## src/rtl/crcfr_pkg.sv

```systemverilog
// ----------------------------------------------------------------------------
// crcfr_pkg
// Shared types, codes and the CRC-16 (reflected, poly 0x8408) byte update.
// ----------------------------------------------------------------------------
package crcfr_pkg;

	localparam logic [15:0] CRC_POLY      = 16'h8408;
	localparam logic [15:0] MIN_FRAME     = 16'd12;
	localparam logic [15:0] RST_START     = 16'h557E;
	localparam logic [15:0] RST_SEED      = 16'hFFFF;

	localparam logic [1:0] ST_OK      = 2'd0;
	localparam logic [1:0] ST_CRC_ERR = 2'd1;
	localparam logic [1:0] ST_LEN_ERR = 2'd2;

	localparam logic [1:0] CRC_NONE = 2'd0;
	localparam logic [1:0] CRC_DATA = 2'd1;
	localparam logic [1:0] CRC_LO   = 2'd2;
	localparam logic [1:0] CRC_HI   = 2'd3;

	localparam logic [2:0] CAP_NONE   = 3'd0;
	localparam logic [2:0] CAP_LEN_LO = 3'd1;
	localparam logic [2:0] CAP_LEN_HI = 3'd2;
	localparam logic [2:0] CAP_ID_LO  = 3'd3;
	localparam logic [2:0] CAP_ID_HI  = 3'd4;
	localparam logic [2:0] CAP_PAY    = 3'd5;

	localparam logic [1:0] REG_START = 2'd0;
	localparam logic [1:0] REG_SEED  = 2'd1;
	localparam logic [1:0] REG_CHECK = 2'd2;

	typedef struct packed {
		logic [7:0] data;
		logic       start;
		logic [1:0] crc_op;
		logic [2:0] cap;
		logic       last;
		logic       len_err;
	} rec_t;

	typedef struct packed {
		logic [1:0]  status;
		logic [15:0] code;
		logic [15:0] length;
		logic [7:0]  payload;
	} result_t;

	typedef struct packed {
		logic [15:0] start_word;
		logic [15:0] crc_seed;
		logic        crc_check_on;
	} cfg_t;

	function automatic logic [15:0] crc_tab(input logic [7:0] i);
		logic [15:0] c;
		c = {8'h00, i};
		for (int k = 0; k < 8; k++) begin
			if (c[0])
				c = (c >> 1) ^ CRC_POLY;
			else
				c = c >> 1;
		end
		return c;
	endfunction

	function automatic logic [15:0] crc_step(input logic [15:0] crc, input logic [7:0] b);
		return {8'h00, crc[15:8]} ^ crc_tab(crc[7:0] ^ b);
	endfunction

endpackage

```

## src/rtl/crcfr_fifo.sv

```systemverilog
// ----------------------------------------------------------------------------
// crcfr_fifo
// Two-entry register queue.
// ----------------------------------------------------------------------------
module crcfr_fifo #(
	parameter int W = 8
) (
	input  logic         clk,
	input  logic         arst_n,
	input  logic         push,
	input  logic [W-1:0] wdata,
	output logic         full,
	input  logic         pop,
	output logic [W-1:0] rdata,
	output logic         empty
);

	logic [W-1:0] mem_q [2];
	logic         wp_q;
	logic         rp_q;
	logic [1:0]   cnt_q;
	logic         do_push;
	logic         do_pop;

	assign full    = (cnt_q == 2'd2);
	assign empty   = (cnt_q == 2'd0);
	assign do_push = push && !full;
	assign do_pop  = pop && !empty;
	assign rdata   = mem_q[rp_q];

	always_ff @(posedge clk) begin
		if (do_push)
			mem_q[wp_q] <= wdata;
	end

	always_ff @(posedge clk or negedge arst_n) begin
		if (!arst_n) begin
			wp_q  <= 1'b0;
			rp_q  <= 1'b0;
			cnt_q <= 2'd0;
		end else begin
			if (do_push)
				wp_q <= ~wp_q;
			if (do_pop)
				rp_q <= ~rp_q;
			if (do_push && !do_pop)
				cnt_q <= cnt_q + 2'd1;
			else if (!do_push && do_pop)
				cnt_q <= cnt_q - 2'd1;
		end
	end

endmodule

```

## src/rtl/crcfr_front.sv

```systemverilog
// ----------------------------------------------------------------------------
// crcfr_front
// Tracks the byte position in the frame, checks the start word and length
// range, and tags each byte with its role for the back end.
// ----------------------------------------------------------------------------
module crcfr_front
	import crcfr_pkg::*;
#(
	parameter int MAX_FRAME = 255
) (
	input  logic        clk,
	input  logic        arst_n,
	input  logic        accept,
	input  logic [7:0]  rx_byte,
	input  logic [15:0] start_word,
	output logic        emit,
	output rec_t        rec
);

	localparam int CW = $clog2(MAX_FRAME);

	logic [CW-1:0] cnt_q;
	logic [15:0]   len_q;
	logic [CW-1:0] cnt_d;
	logic [15:0]   len_d;
	logic [15:0]   len_w;
	logic [16:0]   idx_p4;
	logic [16:0]   idx_p3;
	logic [16:0]   idx_p1;
	logic [16:0]   len17;

	always_comb begin
		len_w  = (cnt_q == CW'(3)) ? {rx_byte, len_q[7:0]} : len_q;
		len17  = {1'b0, len_w};
		idx_p4 = 17'(cnt_q) + 17'd4;
		idx_p3 = 17'(cnt_q) + 17'd3;
		idx_p1 = 17'(cnt_q) + 17'd1;
		emit   = 1'b0;
		cnt_d  = cnt_q;
		len_d  = len_q;
		rec    = '0;
		rec.data   = rx_byte;
		rec.crc_op = CRC_NONE;
		rec.cap    = CAP_NONE;
		if (cnt_q == '0) begin
			if (rx_byte == start_word[7:0]) begin
				emit       = 1'b1;
				rec.start  = 1'b1;
				rec.crc_op = CRC_DATA;
				cnt_d      = CW'(1);
			end
		end else if (cnt_q == CW'(1) && rx_byte != start_word[15:8]) begin
			cnt_d = '0;
		end else begin
			emit  = 1'b1;
			cnt_d = cnt_q + CW'(1);
			if (cnt_q < CW'(4) || idx_p4 < len17)
				rec.crc_op = CRC_DATA;
			else if (idx_p4 == len17)
				rec.crc_op = CRC_LO;
			else if (idx_p3 == len17)
				rec.crc_op = CRC_HI;
			if (cnt_q == CW'(2)) begin
				rec.cap = CAP_LEN_LO;
				len_d   = {len_q[15:8], rx_byte};
			end else if (cnt_q == CW'(3)) begin
				rec.cap = CAP_LEN_HI;
				len_d   = len_w;
				if (len_w < MIN_FRAME || len_w > 16'(MAX_FRAME)) begin
					rec.len_err = 1'b1;
					cnt_d       = '0;
				end
			end else if (cnt_q == CW'(6)) begin
				rec.cap = CAP_ID_LO;
			end else if (cnt_q == CW'(7)) begin
				rec.cap = CAP_ID_HI;
			end else if (cnt_q == CW'(8) && idx_p4 < len17) begin
				rec.cap = CAP_PAY;
			end
			if (cnt_q >= CW'(4) && idx_p1 == len17) begin
				rec.last = 1'b1;
				cnt_d    = '0;
			end
		end
	end

	always_ff @(posedge clk or negedge arst_n) begin
		if (!arst_n) begin
			cnt_q <= '0;
			len_q <= '0;
		end else if (accept) begin
			cnt_q <= cnt_d;
			len_q <= len_d;
		end
	end

	a_cnt_bound: assert property (@(posedge clk) disable iff (!arst_n)
		17'(cnt_q) < 17'(MAX_FRAME))
		else $error("frame position past maximum frame size");

	a_len_valid: assert property (@(posedge clk) disable iff (!arst_n)
		cnt_q >= CW'(4) |-> (len_q >= MIN_FRAME && len_q <= 16'(MAX_FRAME)))
		else $error("frame body with out-of-range length");

	a_last_rearm: assert property (@(posedge clk) disable iff (!arst_n)
		accept && emit && (rec.last || rec.len_err) |=> cnt_q == '0)
		else $error("receiver not rearmed after frame end");

endmodule

```

## src/rtl/crcfr_back.sv

```systemverilog
// ----------------------------------------------------------------------------
// crcfr_back
// Runs the CRC, captures header fields and builds one result per frame.
// ----------------------------------------------------------------------------
module crcfr_back
	import crcfr_pkg::*;
(
	input  logic    clk,
	input  logic    take,
	input  rec_t    rec,
	input  cfg_t    cfg,
	output logic    res_valid,
	output result_t res
);

	logic [15:0] crc_q;
	logic [7:0]  crc_lo_q;
	logic        fail_q;
	logic [15:0] len_q;
	logic [15:0] id_q;
	logic [7:0]  pay_q;

	always_comb begin
		res_valid = take && (rec.last || rec.len_err);
		if (rec.len_err) begin
			res.status  = ST_LEN_ERR;
			res.code    = '0;
			res.length  = {rec.data, len_q[7:0]};
			res.payload = '0;
		end else begin
			res.status  = (cfg.crc_check_on && fail_q) ? ST_CRC_ERR : ST_OK;
			res.code    = id_q;
			res.length  = len_q;
			res.payload = pay_q;
		end
	end

	always_ff @(posedge clk) begin
		if (take) begin
			if (rec.start) begin
				crc_q    <= crc_step(cfg.crc_seed, rec.data);
				crc_lo_q <= '0;
				fail_q   <= 1'b0;
				id_q     <= '0;
				pay_q    <= '0;
			end else begin
				unique case (rec.crc_op)
					CRC_DATA: crc_q <= crc_step(crc_q, rec.data);
					CRC_LO:   crc_lo_q <= rec.data;
					CRC_HI:   fail_q <= (crc_lo_q != crc_q[7:0]) || (rec.data != crc_q[15:8]);
					default: ;
				endcase
				unique case (rec.cap)
					CAP_LEN_LO: len_q[7:0]  <= rec.data;
					CAP_LEN_HI: len_q[15:8] <= rec.data;
					CAP_ID_LO:  id_q[7:0]   <= rec.data;
					CAP_ID_HI:  id_q[15:8]  <= rec.data;
					CAP_PAY:    pay_q       <= rec.data;
					default: ;
				endcase
			end
		end
	end

endmodule

```

## src/rtl/crc16_frame_receiver.sv

```systemverilog
// ----------------------------------------------------------------------------
// crc16_frame_receiver
// Byte-serial frame receiver with start-word, length and CRC-16 checks.
// ----------------------------------------------------------------------------
// One received byte is taken per clock while full is low. The front end
// tracks the frame position and checks the start word and length range;
// each frame byte is tagged and queued to the back end, which runs the table CRC
// update and builds the result. Results leave through a two-entry queue, so
// a result transaction waiting on pop blocks input only once that queue and
// the queue to the back end are full. Sustained rate is one byte per cycle
// while full is low, limited by the single CRC update per cycle.
module crc16_frame_receiver
	import crcfr_pkg::*;
#(
	parameter int MAX_FRAME = 255
) (
	input  logic        clk,
	input  logic        arst_n,
	input  logic        push,
	output logic        full,
	input  logic [7:0]  rx_byte,
	output logic        empty,
	input  logic        pop,
	output logic [1:0]  frame_status,
	output logic [15:0] message_code,
	output logic [15:0] total_length,
	output logic [7:0]  first_payload_byte,
	input  logic        psel,
	input  logic        penable,
	input  logic        pwrite,
	input  logic [3:0]  paddr,
	input  logic [31:0] pwdata,
	output logic [31:0] prdata,
	output logic        pready
);

	cfg_t    cfg_q;
	logic    accept;
	logic    emit;
	rec_t    rec_in;
	rec_t    rec_out;
	logic    mid_full;
	logic    mid_empty;
	logic    out_full;
	logic    take;
	logic    res_valid;
	result_t res;
	result_t res_out;

	assign pready = 1'b1;

	always_ff @(posedge clk or negedge arst_n) begin
		if (!arst_n) begin
			cfg_q.start_word   <= RST_START;
			cfg_q.crc_seed     <= RST_SEED;
			cfg_q.crc_check_on <= 1'b1;
		end else if (psel && penable && pwrite) begin
			unique case (paddr[3:2])
				REG_START: cfg_q.start_word   <= pwdata[15:0];
				REG_SEED:  cfg_q.crc_seed     <= pwdata[15:0];
				REG_CHECK: cfg_q.crc_check_on <= pwdata[0];
				default: ;
			endcase
		end
	end

	always_comb begin
		unique case (paddr[3:2])
			REG_START: prdata = {16'h0000, cfg_q.start_word};
			REG_SEED:  prdata = {16'h0000, cfg_q.crc_seed};
			REG_CHECK: prdata = {31'h0, cfg_q.crc_check_on};
			default:   prdata = '0;
		endcase
	end

	assign full   = mid_full;
	assign accept = push && !mid_full;
	assign take   = !mid_empty && !out_full;

	crcfr_front #(.MAX_FRAME(MAX_FRAME)) u_front (
		.clk        (clk),
		.arst_n     (arst_n),
		.accept     (accept),
		.rx_byte    (rx_byte),
		.start_word (cfg_q.start_word),
		.emit       (emit),
		.rec        (rec_in)
	);

	crcfr_fifo #(.W($bits(rec_t))) u_mid (
		.clk    (clk),
		.arst_n (arst_n),
		.push   (accept && emit),
		.wdata  (rec_in),
		.full   (mid_full),
		.pop    (take),
		.rdata  (rec_out),
		.empty  (mid_empty)
	);

	crcfr_back u_back (
		.clk       (clk),
		.take      (take),
		.rec       (rec_out),
		.cfg       (cfg_q),
		.res_valid (res_valid),
		.res       (res)
	);

	crcfr_fifo #(.W($bits(result_t))) u_out (
		.clk    (clk),
		.arst_n (arst_n),
		.push   (res_valid),
		.wdata  (res),
		.full   (out_full),
		.pop    (pop),
		.rdata  (res_out),
		.empty  (empty)
	);

	assign frame_status       = res_out.status;
	assign message_code       = res_out.code;
	assign total_length       = res_out.length;
	assign first_payload_byte = res_out.payload;

endmodule

```

## config.mk

```make
export PLATFORM = sky130hd
export DESIGN_NAME = crc16_frame_receiver
export DESIGN_NICKNAME = d
export VERILOG_FILES = /design/src/rtl/crcfr_pkg.sv /design/src/rtl/crcfr_fifo.sv /design/src/rtl/crcfr_front.sv /design/src/rtl/crcfr_back.sv /design/src/rtl/crc16_frame_receiver.sv
export SDC_FILE = /design/constraint.sdc
export NUM_CORES = 1
export LEC_CHECK = 0
export BUFFER_PORTS_ARGS = -buffer_cell sky130_fd_sc_hd__buf_2
export CORE_MARGIN = 2
export CORE_UTILIZATION = 23
export DETAILED_ROUTE_END_ITERATION = 16
export MAX_ROUTING_LAYER = met4
export PLACE_DENSITY_LB_ADDON = 0.12
export SYNTH_ARGS = -nofsm -noshare
export SYNTH_HDL_FRONTEND = slang
export SYNTH_SLANG_ARGS = --single-unit
export TNS_END_PERCENT = 20
```

## constraint.sdc

```tcl
create_clock -name clk -period 4.3 [get_ports clk]
set_input_delay 0 -clock clk [delete_from_list [all_inputs] [get_ports clk]]
set_output_delay 0 -clock clk [all_outputs]
set_load 0.05 [all_outputs]
```

==> impl_metrics.json, run 1 <==
{
  "antenna_found_initial": 1,
  "fin_crit_sh_pct": 78.6,
  "critPathLaunchType": "flip-flop",
  "dr.pass1.iters": 4,
  "routed_via_density": 4.05,
  "rows": 82,
  "netlist_instances": 853,
  "outcome": "finished, final reports clean",
  "core_um2": 50000,
  "ys_ff_latch": 246,
  "ios": 128,
  "htree_levels": 1,
  "finalMaxSlewViolations": 0,
  "tritoncts": "built",
  "ant_nets": 0,
  "required_ps": 4560,
  "rsz0062_at_grt": "false",
  "swShare_pct": 41.3,
  "holdWs_ps": 12.8,
  "total_power_uw": 12500,
  "path_class": "flip-flop to flip-flop",
  "end_kind": "flip-flop",
  "cts_buffer_depth": 3,
  "cp_max_fo": 13,
  "cpPeakStageDelay_ps": 650,
  "num_vias": 6858,
  "hold_viol": 0,
  "finClkSkew_ps": 28.4,
  "dp_slack_ps": 936,
  "yosysWarnings": 0,
  "dp_hpwl_um": 20300,
  "drcViolationCount": 0,
  "max-slew-margin-rel_pct": 33.0,
  "place_congestion": 0.773,
  "crit_chain": "nor4_2 -> nand3_1 -> mux2i_2 -> buf_4 -> ha_1 -> nor2_1 -> nand2_1 -> o221ai_1 -> nand4_1 -> a2111oi_0",
  "ys_types": 59,
  "grt_max_degree": 43,
  "post_cts.repair.setup_buffers": 0,
  "finalWirelength_um": 29800,
  "final_common_cell": "edfxtp_1",
  "hp-class": "input pin to asynchronous set/reset pin",
  "p_switching_uw": 5180,
  "synthArstFlopShare_pct": 26.4,
  "antenna_cells": 0,
  "port_buffers": 92,
  "clockRootBuffer": "clkbuf_16",
  "ys.flop_type": "edfxtp_1",
  "setup_ws_ps": 920,
  "setup_viol": 0,
  "p_seq_share_pct": 36.5,
  "synth.avg_cell_area_um2": 13.6,
  "cts.sinks": 246,
  "worst_slew_pin_slew_ps": 1000,
  "fillers": 5163,
  "post_drt_wl_per_cell_um": 17.6,
  "placed_cell_area_um2": 13000,
  "drt_iter0_drc": 251,
  "nNetsFinal": 1070,
  "ys_seq_area_share_pct": 61.2,
  "die_w_um": 229,
  "intPower_uw": 7360,
  "crit_path_top_delay_cell": "a2111oi_0",
  "fp.dieH_um": 229,
  "cp.arrival_ps": 3640,
  "cts-resized-gates": 0,
  "grt_first_pass_wirelength_um": 45500,
  "max_freq_ghz": 0.296,
  "drive_gt1_share_pct": 29.2,
  "die_area_um2": 52300,
  "power.share.clock_pct": 19.6,
  "clock_latency_ps": 580,
  "start_util_pct": 23.2,
  "final_area_um2": 14200,
  "timing.setup.tns_ps": 0,
  "clk_pin_slew_ps": 50,
  "max_cap_violations": 0,
  "power_density_nw_per_um2": 882,
  "p_leak_uw": 0.00539,
  "synth_area_um2": 11600,
  "grt_overflow": 0,
  "track_usage_pct": 11.7,
  "area_growth_pct": 22.4,
  "comb_power_share_pct": 43.9,
  "layout_min_cycle_time_ps": 3380,
  "vdd_ir_drop_max_uv": 331,
  "cts_buffers": 30,
  "mostFrequentLayoutCells": "181 x edfxtp_1, 94 x mux2_2, 92 x buf_2",
  "grt_pass1_vias": 7055,
  "synth_edf_count": 181,
  "cts_hold_buf": 28
}
## path summary, 6_finish.rpt
kind | from | cells past startpoint | slack [ps] | endpoint
hold / removal | arst_n | 2 | 10 | cfg_q[30]$_DFFE_PN0P_
setup reg to reg | u_front.cnt_q[5]$_DFFE_PN0P_ | 10 | 920 | u_mid.mem_q[1][2]$_DFFE_PP_
min in group clk | penable | 5 | 120 | cfg_q[0]$_DFFE_PN1P_
max in group asynchronous | arst_n | 3 | 3260 | u_out.rp_q$_DFFE_PN0P_
hold reg to reg | u_back.len_q[4]$_DFFE_PP_ | 0 | 450 | u_out.mem_q[1][12]$_DFFE_PP_
setup / recovery | u_front.cnt_q[5]$_DFFE_PN0P_ | 10 | 920 | u_mid.mem_q[1][2]$_DFFE_PP_
## through the flow
stage	utilization (%)	instances
2_1_floorplan	-	868
3_3_place_gp	25.9	1611
3_5_place_dp	25.9	1611
4_1_cts	28.4	1695
5_1_grt	28.4	1695
6_report	28.4	1695
## layout make-up
class | count | area, um^2 | share of cell area [%]
Clock inverter | 20 | 188 | 1.32
Tap cell | 672 | 841 | 5.92
Timing Repair Buffer | 145 | 928 | 6.54
Inverter | 28 | 105 | 0.740
Clock buffer | 36 | 773 | 5.45
Sequential cell | 246 | 7100 | 50.0
Multi-Input combinational cell | 548 | 4270 | 30.1
## power groups by stage
stage | logic, uW | registers, uW | clock network, uW
floorplan | 4240 | 4360 | 0
global placement | 5620 | 4630 | 0
detailed placement | 5600 | 4630 | 0
CTS | 5640 | 4600 | 2570
global route | 6060 | 4690 | 2660
finish | 5500 | 4570 | 2460
## worst max-delay path, delay by kind of cell (launching register included)
family	cells	cell delay [ps]
AO/OA/AOI/OAI	2	1010
AND/OR/NAND/NOR	5	990
flip-flops	1	530
adder cells (fa/ha/maj)	1	210
multiplexers	1	190
buffers and inverters	1	170
## layer usage
layer / global-route usage [%] / wire length (um) / part of all wire (%) / vias to the layer above
met3: 1.87 / 907 / 3.0 / 34
met2: 18.2 / 13800 / 46 / 102
met5: - / 0 / 0 / -
met1: 16.1 / 14600 / 49 / 3390
met4: 2.19 / 489 / 1.6 / 0
li1: - / - / - / 3332
## flip-flops by register name, summed over array words and instances (netlist names)
signal	cells
u_mid.wp_q	1
u_out.rp_q	1
u_mid.mem_q	32
u_back.crc_q	16
u_back.id_q	16
u_front.len_q	16
u_mid.cnt_q	2
u_out.wp_q	1
u_mid.rp_q	1
u_back.crc_lo_q	8
u_back.pay_q	8
cfg_q	33
u_out.mem_q	84
u_back.len_q	16
u_front.cnt_q	8
u_back.fail_q	1
u_out.cnt_q	2
## synthesized netlist by cell type, types with 3 or more instances
library cell	n	area share, %
a211oi_1	3	0.19
a21oi_1	35	1.5
and2_1	29	1.6
and3_1	4	0.22
buf_2	4	0.17
buf_4	17	1.1
clkbuf_1	23	0.74
dfrtp_1	38	8.2
dfstp_2	27	6.1
edfxtp_1	181	47
ha_1	20	2.2
inv_1	27	0.87
mux2_2	94	9.1
mux2i_1	27	2.3
nand2_1	20	0.65
nand2b_1	7	0.38
nand3_1	14	0.60
nand4_1	10	0.54
nor2_1	78	2.5
nor2b_1	6	0.32
nor3_1	6	0.26
nor4_1	9	0.49
o21ai_0	9	0.39
o22ai_1	4	0.22
or4_1	3	0.19
xnor2_1	59	4.5
xor2_1	55	4.2
## cell families after synthesis
group                      synth area share (%)
AOI/OAI and AO/OA                          4.22
xor gates and xnor gates                   8.75
adders and majority gates                  2.16
buffers and inverters                      2.99
DFF                                        61.2
muxes                                      11.8
other                                    0.0647
and+or+nand+nor                            8.84
(Power assumes the default switching activity.)
==> run 2: changes to the inputs <==
==> constraint.sdc (replaced) <==
create_clock -name clk -period 3.3 [get_ports clk]
set_input_delay 0 -clock clk [delete_from_list [all_inputs] [get_ports clk]]
set_output_delay 0 -clock clk [all_outputs]
set_load 0.05 [all_outputs]
==> run 2 against run 1 <==
Power grew 32%. Clock power grew 31%. Clock skew shrank 17 ps. Core utilization grew 0.30 points. Setup slack lost 680 ps. Die area is the same. Critical endpoint unchanged. Register-to-register slack lost 680 ps. Via count grew 0.79%. Count of clock-buffer cells in the layout grew 5. Highest routed layer unchanged.
==> impl_metrics.json, run 2 (synthesis results as in run 1) <==
{
  "core_um2": 50000,
  "finalMaxSlewViolations": 0,
  "setup_viol": 0,
  "largest_reg_flops": 84,
  "dp_slack_ps": 53.0,
  "place_congestion": 0.781,
  "antenna_found_initial": 1,
  "hp-class": "input pin to flip-flop",
  "htree_levels": 1,
  "grtUsageMet3_pct": 1.91,
  "track_usage_pct": 11.8,
  "setup_ws_ps": 241,
  "grt_overflow": 0,
  "path_class": "flip-flop to flip-flop",
  "max_freq_ghz": 0.327,
  "clock_latency_ps": 570,
  "max_cap_violations": 0,
  "fp.dieH_um": 229,
  "critPathLaunchType": "flip-flop",
  "vdd_ir_drop_max_uv": 338,
  "cp.arrival_ps": 3380,
  "fin_util_pct": 28.7,
  "crit_chain": "nor4_2 -> nand3_1 -> mux2i_2 -> ha_1 -> nor2_1 -> nand2_1 -> o221ai_1 -> nand4_1 -> a2111oi_2",
  "fillers": 5165,
  "final_area_um2": 14400,
  "tritoncts": "built",
  "ios": 128,
  "grt_max_degree": 43,
  "finClkSkew_ps": 11.9,
  "grt_first_pass_wirelength_um": 46200,
  "reg_top3": "u_out.mem_q x84, cfg_q x33, u_mid.mem_q x32",
  "cpPeakStageDelay_ps": 510,
  "die_area_um2": 52300,
  "power.share.clock_pct": 19.5,
  "dr.pass1.iters": 4,
  "die_w_um": 229,
  "placed_cell_area_um2": 13100,
  "port_buffers": 92,
  "seq_area_um2": 7100,
  "final_common_cell": "edfxtp_1",
  "num_vias": 6912,
  "holdWs_ps": 42.4,
  "start_util_pct": 23.2,
  "outcome": "finished, final reports clean",
  "fin_crit_sh_pct": 92.7,
  "grtUsageMet1_pct": 16.1,
  "clockRootBuffer": "clkbuf_16",
  "crit_path_top_delay_cell": "dfrtp_1",
  "rows": 82,
  "max-slew-margin-rel_pct": 34.3,
  "ant_nets": 0,
  "finalWirelength_um": 29700,
  "swShare_pct": 41.0,
  "comb_power_share_pct": 44.7,
  "dp_hpwl_um": 21100,
  "layout_min_cycle_time_ps": 3060,
  "drt_iter0_drc": 285,
  "intPower_uw": 9760,
  "drcViolationCount": 0,
  "end_kind": "flip-flop",
  "p_leak_uw": 0.00548,
  "post_drt_wl_per_cell_um": 17.4,
  "required_ps": 3620,
  "worst_slew_pin_slew_ps": 985,
  "use_met2_pct": 18.5,
  "grt_pass1_vias": 7340,
  "timing.setup.tns_ps": 0,
  "cts.sinks": 246,
  "clk_pin_slew_ps": 60,
  "cp_max_fo": 11,
  "drive_gt1_share_pct": 30.8,
  "routed_via_density": 4.05,
  "nNetsFinal": 1082,
  "p_switching_uw": 6790,
  "grt.busiest_layer": "met2",
  "largest_register": "u_out.mem_q",
  "area_growth_pct": 23.7,
  "cts_buffers": 29,
  "antenna_cells": 0,
  "power_density_nw_per_um2": 1150,
  "rsz0062_at_grt": "false",
  "p_seq_share_pct": 35.8,
  "mostFrequentLayoutCells": "181 x edfxtp_1, 94 x mux2_2, 92 x buf_2",
  "hold_viol": 0,
  "multiInputGateArea_um2": 4280,
  "cts_buffer_depth": 3
}
[run 2: path summary, 6_finish.rpt]
path,start,end,slack (ps),depth (start not counted)
max reg2reg,u_front.cnt_q[4]$_DFFE_PN0P_,u_mid.mem_q[1][2]$_DFFE_PP_,240,9
min reg2reg,u_back.len_q[3]$_DFFE_PP_,u_out.mem_q[0][11]$_DFFE_PP_,450,0
min,push,u_front.cnt_q[0]$_DFFE_PN0P_,40,3
min in group asynchronous,arst_n,cfg_q[28]$_DFFE_PN0P_,100,2
max in group asynchronous,arst_n,cfg_q[8]$_DFFE_PN1P_,2460,3
max,u_front.cnt_q[4]$_DFFE_PN0P_,u_mid.mem_q[1][2]$_DFFE_PP_,240,9
[run 2: timing repair]
action | in CTS | in global routing
setup endpoints to repair | 0 | 4
endpoints found under the hold margin | 87 | 0
resized for setup | 0 | 4
hold buffers | 27 | 0
setup buffers | 0 | 0
[run 2: cell type report]
type / instances / share of cell area [%]
clock buffers: 41 / 5.88
multi-input cells: 548 / 29.8
well taps: 672 / 5.86
repair buffers: 158 / 7.39
clock inverters: 12 / 0.863
inverters: 28 / 0.732
flip-flops and latches: 246 / 49.5
[run 2: power groups by stage]
stage	registers, uW	logic (uW)	clock network [uW]
after global routing	6080	8170	3480
final	5920	7400	3230
after global placement	5980	7540	0
after CTS	5950	7570	3350
after floorplan	5680	5530	0
after detailed placement	6000	7500	0
[run 2: critical path, delay by kind of cell, from the launching register on]
kind,cells,cell delay [ps]
AOI/OAI and AO/OA,2,860
adders and majority gates,1,230
DFF,1,510
muxes,1,200
and+or+nand+nor,5,1020
[run 2: through the flow]
stage | power [uW] | cells
4_1_cts | 16900 | 1705
3_3_place_gp | 13500 | 1625
5_1_grt | 17700 | 1705
3_5_place_dp | 13500 | 1625
6_report | 16500 | 1705
2_1_floorplan | 11200 | 868
[run 2: routing by layer]
layer	part of all wire, %	vias to the layer above
met1	48	3392
met4	2.0	0
met2	46	111
li1	-	3366
met5	0	-
met3	3.4	43
